**config.mk**
```make
export PLATFORM = sky130hd
export DESIGN_NAME = brht_ctrl
export DESIGN_NICKNAME = d
export VERILOG_FILES = /design/src/hdl/brht_pkg.sv /design/src/hdl/brht_ctrl.sv
export SDC_FILE = /design/constraint.sdc
export NUM_CORES = 1
export LEC_CHECK = 0
export BUFFER_PORTS_ARGS = -buffer_cell sky130_fd_sc_hd__buf_2
export CORE_AREA = 3 3 40 42
export CTS_CLUSTER_DIAMETER = 80
export DETAILED_ROUTE_END_ITERATION = 7
export DIE_AREA = 0 0 43 45
export PLACE_DENSITY = 0.44
export SETUP_SLACK_MARGIN = 0.5
export SLEW_MARGIN = 10
export SYNTH_ARGS = -nofsm -noshare
export SYNTH_HDL_FRONTEND = slang
export SYNTH_SLANG_ARGS = --single-unit
```
**constraint.sdc**
```tcl
create_clock -name clk_i -period 1.5 [get_ports clk_i]
set_clock_uncertainty 0.15 [all_clocks]
set_input_delay 0.225 -clock clk_i [delete_from_list [all_inputs] [get_ports clk_i]]
set_output_delay 0.225 -clock clk_i [all_outputs]
set_load 0.01 [all_outputs]
```
**src/hdl/brht_pkg.sv**
```systemverilog
// types and codes shared by the byte range hole tracker modules
`default_nettype none
package brht_pkg;

  localparam logic [1:0] ACT_ADD    = 2'd0;
  localparam logic [1:0] ACT_REMOVE = 2'd1;
  localparam logic [1:0] ACT_QUERY  = 2'd2;
  localparam logic [1:0] ACT_READ   = 2'd3;

  localparam logic [2:0] STS_DONE  = 3'd0;
  localparam logic [2:0] STS_ZERO  = 3'd1;
  localparam logic [2:0] STS_WRAP  = 3'd2;
  localparam logic [2:0] STS_FULL  = 3'd3;
  localparam logic [2:0] STS_INDEX = 3'd4;

  typedef struct packed {
    logic load;
    logic rd_scan;
    logic rd_entry;
    logic eval;
    logic tail;
    logic capture;
    logic finish;
    logic result;
  } brht_cmd_t;

  typedef struct packed {
    logic early;
    logic is_read;
    logic more;
    logic ins_need;
    logic tail_need;
  } brht_sts_t;

endpackage
`default_nettype wire

```
**src/hdl/brht_ctrl.sv**
```systemverilog
// controller: sequences load, table scan, commit and response transfer
`default_nettype none
module brht_ctrl
  import brht_pkg::*;
(
  input  wire logic      clk_i,
  input  wire logic      rst_ni,
  input  wire logic      req_valid_i,
  output logic           req_ready_o,
  output logic           rsp_valid_o,
  input  wire logic      rsp_ready_i,
  input  wire brht_sts_t sts_i,
  output brht_cmd_t      cmd_o
);

  localparam logic [2:0] S_IDLE  = 3'd0;
  localparam logic [2:0] S_SCAN  = 3'd1;
  localparam logic [2:0] S_EVAL  = 3'd2;
  localparam logic [2:0] S_TAIL  = 3'd3;
  localparam logic [2:0] S_RDENT = 3'd4;
  localparam logic [2:0] S_FIN   = 3'd5;
  localparam logic [2:0] S_DONE  = 3'd6;

  logic [2:0] state_q, state_d;
  logic       vld_q, vld_d;

  assign req_ready_o = (state_q == S_IDLE);
  assign rsp_valid_o = vld_q;

  always_comb begin
    state_d = state_q;
    cmd_o   = '0;
    vld_d   = vld_q && !rsp_ready_i;
    case (state_q)
      S_IDLE: begin
        if (req_valid_i) begin
          cmd_o.load = 1'b1;
          state_d    = S_SCAN;
        end
      end
      S_SCAN: begin
        if (sts_i.early) begin
          state_d = S_DONE;
        end else if (sts_i.is_read) begin
          cmd_o.rd_entry = 1'b1;
          state_d        = S_RDENT;
        end else if (sts_i.more) begin
          cmd_o.rd_scan = 1'b1;
          state_d       = S_EVAL;
        end else begin
          state_d = S_FIN;
        end
      end
      S_EVAL: begin
        cmd_o.eval = 1'b1;
        if (sts_i.ins_need) state_d = S_EVAL;
        else if (sts_i.tail_need) state_d = S_TAIL;
        else state_d = S_SCAN;
      end
      S_TAIL: begin
        cmd_o.tail = 1'b1;
        state_d    = S_SCAN;
      end
      S_RDENT: begin
        cmd_o.capture = 1'b1;
        state_d       = S_DONE;
      end
      S_FIN: begin
        cmd_o.finish = 1'b1;
        state_d      = S_DONE;
      end
      S_DONE: begin
        if (!vld_q || rsp_ready_i) begin
          cmd_o.result = 1'b1;
          vld_d        = 1'b1;
          state_d      = S_IDLE;
        end
      end
      default: state_d = S_IDLE;
    endcase
  end

  always_ff @(posedge clk_i or negedge rst_ni) begin
    if (!rst_ni) begin
      state_q <= S_IDLE;
      vld_q   <= 1'b0;
    end else begin
      state_q <= state_d;
      vld_q   <= vld_d;
    end
  end

endmodule
`default_nettype wire

```
# Word-level counts from Yosys, hierarchy flattened
# Cells that the tools add are included.
# W data, S select, Z words.
# classes
eq_ne,8
n_reduce_logical,7
n_mux,23
# ops
op,count
$mux W3,6
$pmux W3 S6,1
$mux W1,13
$eq A3 B3 Y1 const B,3
$eq A3 B2 Y1 const B,2
$mux W2,3
$ne A2 B2 Y1 const B,2
$eq A3 B1 Y1 const B,1
$logic_not A3 Y1,1
$logic_not A1 Y1,2
$reduce_and A2 Y1,1
$reduce_or A2 Y1,1
$logic_and A1 B1 Y1,1
$logic_or A1 B1 Y1,1
# totals
ff_bits,4
inputBits,9

# Depth between registers and ports, before layout
# Gate-level depths: netlist of the first run.
# depth
ltp_word,4
ltp_mapped,4
mapped_depth_nobuf,3

# Worst setup path after synthesis of the first run
# No wires, ideal clock.
# synth_path
path_kind,reg-to-output
startpoint,reg state_q[0]
endpoint,out cmd_o[7] in the netlist's numbering
path_buffers,0
stages_incl_launch_ff,3
setup_slack_ns,0.086
arrival_ns,1.039
cell_sequence,dfrtp_1 -> nor3_1 -> and2_2
# synth_rtl
item,line,rtl
from (decl),brht_ctrl.sv:24,"logic [2:0] state_q, state_d;"
from (signal assigned),brht_ctrl.sv:88,state_q <= state_d;
to (decl),brht_ctrl.sv:13,output brht_cmd_t cmd_o

==> qor.tcl, run 1 <==
set qor(status) {complete, but fails checks}
set qor(violations) {setup timing}
set qor(numCtsBuffers) 3
set qor(muxShareOfSynthArea) 0
set qor(vias_in_the_first_global_route) 349
set qor(fin_ws_ns) -0.0493
set qor(worst_slew_pin_slew_ns) 0.232
set qor(synth_nets) 43
set qor(place.detailed.hpwl_um) 625
set qor(total_of_max_cap_violations) 0
set qor(detail_route.vias_per_cell) 4.62
set qor(antenna_violations_before_repair) 0
set qor(pin_count_of_the_biggest_net_entering_global_routing) 7
set qor(synth_sequential_area_ratio) 0.342
set qor(cts_buffer_depth) 2
set qor(finalSetupViolations) 5
set qor(cpLargestDelayFamily) {flip-flops}
set qor(hold_path_startpoint) {sts_i[0]}
set qor(worstPathArrival_ns) 1.17
set qor(global_route.usage.total) 0.104
set qor(yosys.area_share.simple) 0.397
set qor(ys_ff_latch) 4
set qor(hold_path.class) {primary input to flop}
set qor(buffer_ports.inserted) 18
set qor(crit_path_start_kind) {flop}
set qor(fin_crit_period_ns) 1.55
set qor(required_time_worst_endpoint_ns) 1.12
set qor(crit_fanout) 5
set qor(synth_fa_ha_area_frac) 0
set qor(core_region_area_mm2) 0.00128
set qor(worst_slew_margin) 0.845
set qor(post_route_cells_drive_above_1_share) 0.734
set qor(dr.first_iter.drc_count) 4
set qor(standby_leakage_power_uw) 0.000282
set qor(num_vias) 365
set qor(worst_ir_drop_vdd_uv) 779
set qor(design.final.nets) 75
set qor(post_synth_instance_area_um2) 293
set qor(antenna_fix_cells) 0
set qor(clk_latency_ns) 0.23
set qor(power_density_mw_per_mm2) 1940
set qor(pin_count) 19
set qor(detail_route.first_pass.iterations) 2
set qor(fin_total_pwr_uw) 1140
set qor(synth_edf_count) 0
set qor(initial_core_util) 0.228
set qor(timing_worst_setup_path_type) {flop to output pin}
set qor(synth-async-reset-ratio) 1.00
set qor(overflow) 0
set qor(hold_viol) 0
set qor(grt_pass1_wl_um) 1440
set qor(wl_um) 925
set qor(ant_nets) 0
set qor(die_area_mm2) 0.00194
set qor(clk_pin_slew_ns) 0.04
set qor(root_buffer) {clkbuf_4}
set qor(finalMaxSlewViolations) 0
set qor(worstPathBufferInverterCount) 1
set qor(ys.flop_type) {dfrtp_1}
set qor(dieWidth_um) 43
set qor(placement_rows) 13
set qor(stdcell_area_um2) 591
set qor(syn_inst) 34
set qor(critPathCaptureType) {output pin}
set qor(cts_tree) {built}
set qor(critical-path-slowest-cell) {dfrtp_2}
set qor(ys_types) 20
set qor(syn_avg_cell_area_um2) 8.61
set qor(area.growth.synth_to_final_pct) 102
set qor(synthesis.yosys.warnings) 0
set qor(globalplace.congestion) 0.740
set qor(synth_top_family_by_area) {simple AND/OR/NAND/NOR gates}
set qor(max_freq_mhz) 645
set qor(clkSinkCount) 4
set qor(critical_path.startpoint) {state_q[2]$_DFFE_PN0P_}
set qor(cpPeakStageDelay_ns) 0.44
set qor(synth_compound_gate_area_share) 0.184
set qor(routed_wire_length_per_instance_um) 11.7
set qor(post_route_fraction_of_the_period_consumed_by_the_critical_path) 1.03
set qor(cts-htree-levels) 1
set qor(placement.cell_area_um2) 458
set qor(die_h_um) 45
set qor(yosys.area_share.xor_xnor) 0
set qor(drt_drc_violations_left) 0
set qor(regToRegStartpoint) {state_q[1]$_DFFE_PN0P_}
set qor(cell_by_cell_listing_of_the_critical_path) {nand2b_4, nor3b_2, buf_2}
set qor(grt_setup_unrepaired) {yes}
timing repair:
action	4_1_cts	5_1_grt
pin swaps	4	0
endpoints found under the setup margin	14	13
gates resized for setup	9	3
buffers inserted	5	3
hold buffers	1	0
endpoints found under the hold margin	4	0
layout by cell type, fill, tap and decap left out:
cell type	instances
a211oi_2	1
a21oi_1	1
a21oi_2	1
and2_4	1
and2b_1	1
and3_2	1
buf_2	16
buf_4	5
buf_6	6
clkbuf_4	3
dfrtp_1	1
dfrtp_2	3
dlygate4sd3_1	1
inv_1	3
inv_2	1
nand2b_1	1
nand2b_4	1
nand3b_1	1
nor2_1	1
nor2_4	1
nor3_1	2
nor3_4	1
nor3b_1	1
nor3b_2	3
nor3b_4	1
nor4_4	1
o211ai_1	1
o21ai_0	1
o21ai_1	2
o21ai_2	1
kinds of logic after synthesis:
family	count (synthesis)
AO/OA/AOI/OAI	8
buffers and inverters	5
flip-flops	4
AND/OR/NAND/NOR	17
flip-flops by register name, summed over array words and instances, names as in the netlist:
signal and count:
rsp_valid_o 1, state_q 3
final timing paths:
kind	endpoint	slack, ns	depth (start not counted)
max reg2reg	state_q[0]$_DFFE_PN0P_	0.24	4
min reg2reg	state_q[0]$_DFFE_PN0P_	0.50	2
max in group asynchronous	state_q[0]$_DFFE_PN0P_	0.89	2
max	cmd_o[6]	-0.05	3
min in group asynchronous	rsp_valid_o$_DFF_PN0_	0.18	2
min	state_q[1]$_DFFE_PN0P_	0.09	3
synth_stat cells (2+ instances only):
cell | n | area [um^2]
inv_1 | 4 | 15.0
nor3b_1 | 4 | 30.0
a21oi_1 | 2 | 10.0
nor3_1 | 3 | 15.0
dfrtp_1 | 4 | 100
nor2_1 | 2 | 7.51
o21ai_0 | 2 | 10.0
routing by layer:
layer | vias to the layer above | part of all wire | GRT usage
li1 | 182 | - | -
met1 | 168 | 0.39 | 0.112
met2 | 15 | 0.54 | 0.168
met3 | 0 | 0.067 | 0.0279
met4 | 0 | 0 | 0.0904
met5 | - | 0 | 0
stage by stage:
stage	hold WS, ns	setup TNS [ns]	utilization	instances	setup slack [ns]
2_1_floorplan	-0.221	0	-	34	0.249
3_3_place_gp	-0.120	0	0.356	67	0.136
3_5_place_dp	-0.120	0	0.356	67	0.136
4_1_cts	0.0650	-0.232	0.430	76	-0.0760
5_1_grt	0.0792	-0.539	0.460	79	-0.108
6_report	0.0935	-0.148	0.460	79	-0.0493
area by class of cell:
type / instances / area (um^2)
inverter: 4 / 15.0
timing repair buffer: 28 / 195
tap: 15 / 18.8
clock buffer: 3 / 22.5
fill: 132 / 694
multi-input combinational: 25 / 235
sequential: 4 / 104
where the power goes:
group / internal [uW] / switching, uW
sequential: 169 / 82.9
combinational: 419 / 341
clock: 89.4 / 42.1
total: 678 / 466
worst reg2reg max path, stage by stage (launching register included):
cell and delay, ns:
dfrtp_2 0.44, buf_6 0.15, and2b_1 0.16, a211oi_2 0.16, nor3_1 0.08
Note: power is estimated with default switching activity, not from simulation.
==> run 2, diff against run 1 <==
==> constraint.sdc (replaced) <==
create_clock -name clk_i -period 1.8 [get_ports clk_i]
set_clock_uncertainty 0.15 [all_clocks]
set_input_delay 0.27 -clock clk_i [delete_from_list [all_inputs] [get_ports clk_i]]
set_output_delay 0.27 -clock clk_i [all_outputs]
set_load 0.01 [all_outputs]
==> run 2 against run 1 <==
  * Worst hold slack better by 0.022 ns
  * Power is 14% lower
  * Die area stayed put
  * The run now ends clean
  * Critical path depth stayed put
  * Register-to-register slack better by 0.05 ns
  * Core utilization is 0.097 points lower
  * First-iteration DRC count is 25% lower
  * Critical path type unchanged
==> qor.tcl, run 2 (synthesis gave the netlist of run 1 again) <==
set qor(status) {finished, final reports clean}
set qor(cpLargestDelayFamily) {flip-flops}
set qor(hold_path_depth) 2 ;# -1
set qor(grt_setup_unrepaired) {yes}
set qor(critical_path.startpoint) {state_q[1]$_DFFE_PN0P_}
set qor(clk_latency_ns) 0.24 ;# about the same
set qor(placement.cell_area_um2) 432 ;# -5.7%
set qor(post_route_fraction_of_the_period_consumed_by_the_critical_path) 0.903
set qor(worst_slew_margin) 0.788 ;# -0.0574
set qor(hold_viol) 0 ;# unchanged
set qor(required_time_worst_endpoint_ns) 1.38 ;# +0.26 ns
set qor(vias_in_the_first_global_route) 362 ;# +3.7%
set qor(wl_um) 933 ;# +0.86%
set qor(crit_fanout) 3 ;# -2
set qor(worst_ir_drop_vdd_uv) 627 ;# -19%
set qor(cell_by_cell_listing_of_the_critical_path) {buf_6, nor4_4, buf_2}
set qor(critical-path-slowest-cell) {dfrtp_2}
set qor(grt_pass1_wl_um) 1590 ;# +10%
set qor(met2_length_um) 446 ;# -12%
set qor(overflow) 0 ;# unchanged
set qor(crit_path_start_kind) {flop}
set qor(pin_count_of_the_biggest_net_entering_global_routing) 9 ;# +2
set qor(placement_rows) 13 ;# unchanged
set qor(area.growth.synth_to_final_pct) 101
set qor(pin_count) 19 ;# unchanged
set qor(fin_crit_period_ns) 1.62
set qor(antenna_fix_cells) 0 ;# unchanged
set qor(max_freq_mhz) 615
set qor(holdWs_ns) 0.115 ;# +0.0219 ns
set qor(hold_path_startpoint) {rsp_ready_i}
set qor(ff_to_ff_path_depth) 7 ;# +3
set qor(power_density_mw_per_mm2) 1670 ;# -14%
set qor(numCtsBuffers) 3 ;# unchanged
set qor(routedLengthMet1_um) 384 ;# +7.6%
set qor(buffer_ports.inserted) 18 ;# unchanged
set qor(post_route_cells_drive_above_1_share) 0.719 ;# -0.0156
set qor(timing_worst_setup_path_type) {flop to output pin}
set qor(design.final.nets) 74 ;# -1.3%
set qor(cts-htree-levels) 1 ;# unchanged
set qor(standby_leakage_power_uw) 0.000282 ;# about the same
set qor(dieWidth_um) 43 ;# unchanged
set qor(cts_buffer_depth) 2 ;# unchanged
set qor(flip_flop_count_of_the_largest_register_after_layout) 3 ;# unchanged
set qor(stdcell_area_um2) 589 ;# -0.21%
set qor(clkSinkCount) 4 ;# unchanged
set qor(detail_route.vias_per_cell) 4.66 ;# +0.82%
set qor(die_h_um) 45 ;# unchanged
set qor(dr.first_iter.drc_count) 3 ;# -1
set qor(met3WireLength_um) 96 ;# +55%
set qor(root_buffer) {clkbuf_4}
set qor(filler_cell_count) 138 ;# +4.5%
set qor(cts_tree) {built}
set qor(ant_nets) 0 ;# unchanged
set qor(detail_route.first_pass.iterations) 2 ;# unchanged
set qor(place.detailed.hpwl_um) 634 ;# +1.5%
set qor(routed_wire_length_per_instance_um) 11.8 ;# +0.86%
set qor(final.setup.tns_ns) 0 ;# +0.148 ns
set qor(drt_drc_violations_left) 0 ;# unchanged
set qor(worstPathBufferInverterCount) 2 ;# +1
set qor(post-route-util) 0.459 ;# -0.000974
set qor(top_register) {state_q}
set qor(globalplace.congestion) 0.668 ;# -9.7%
set qor(regToRegStartpoint) {state_q[1]$_DFFE_PN0P_}
set qor(global_route.usage.total) 0.114 ;# +0.0101
set qor(layout_commonest_cell) {buf_2}
set qor(worst_slew_pin_slew_ns) 0.318 ;# +0.0859 ns
set qor(layout.cells.most_common_list) {buf_2 (16), buf_6 (8)}
set qor(worstPathArrival_ns) 1.20 ;# +0.03 ns
set qor(hold_path.class) {primary input to flop}
set qor(total_of_max_cap_violations) 0 ;# unchanged
set qor(num_vias) 368 ;# +0.82%
set qor(clk_pin_slew_ns) 0.04 ;# about the same
set qor(antenna_violations_before_repair) 0 ;# unchanged
set qor(die_area_mm2) 0.00194 ;# unchanged
set qor(core_region_area_mm2) 0.00128 ;# unchanged
set qor(cpPeakStageDelay_ns) 0.41 ;# -0.03 ns
set qor(initial_core_util) 0.228 ;# unchanged
set qor(finalSetupViolations) 0 ;# -5
set qor(routed.top_layer) {met4}
set qor(critical_path_depth) 3 ;# unchanged
set qor(critPathCaptureType) {output pin}
set qor(finalMaxSlewViolations) 0 ;# unchanged
==> run 2: cell type report <==
cell class	count	area (um^2)	share of cell area
clock buffers	4	26.3	0.0446
inverters	4	17.5	0.0297
repair buffers	27	195	0.331
multi-input cells	25	228	0.386
flip-flops and latches	4	104	0.176
well taps	15	18.8	0.0318
==> run 2: through the flow <==
step / total power [uW] / setup WS (ns) / std cells
6_report: 984 / 0.175 / 79
5_1_grt: 1050 / 0.108 / 79
4_1_cts: 932 / 0.171 / 78
3_5_place_dp: 595 / 0.286 / 66
3_3_place_gp: 597 / 0.308 / 66
2_1_floorplan: 482 / 0.477 / 34
==> run 2: what timing repair did <==
| action | 4_1_cts | 5_1_grt |
|---|---|---|
| hold buffers | 1 | 0 |
| setup buffers | 7 | 1 |
| pin swaps | 7 | 3 |
| hold endpoints to repair | 4 | 0 |
| gates resized for setup | 14 | 5 |
| setup endpoints to repair | 11 | 12 |
==> run 2: report_power, final <==
group / switching (uW) / leakage [uW] / internal [uW]
registers: 87.7 / 0.0000467 / 141
clock network: 42.9 / 0.0000150 / 83.6
logic: 268 / 0.000221 / 361
total: 399 / 0.000282 / 585
==> run 2: per-layer routing <==
metal  vias to the layer above  GRT usage
li1                        181          -
met1                       170      0.129
met2                        15      0.180
met3                         2     0.0677
met4                         0     0.0361
met5                         -          0
==> run 2: path summary, 6_finish.rpt <==
| check | endpoint | slack (ns) |
|---|---|---|
| setup / recovery | cmd_o[5] | 0.18 |
| hold / removal | rsp_valid_o$_DFF_PN0_ | 0.12 |
| setup reg to reg | state_q[0]$_DFFE_PN0P_ | 0.29 |
| hold reg to reg | rsp_valid_o$_DFF_PN0_ | 0.45 |
| max in group asynchronous | state_q[0]$_DFFE_PN0P_ | 1.16 |
| min in group asynchronous | state_q[2]$_DFFE_PN0P_ | 0.21 |
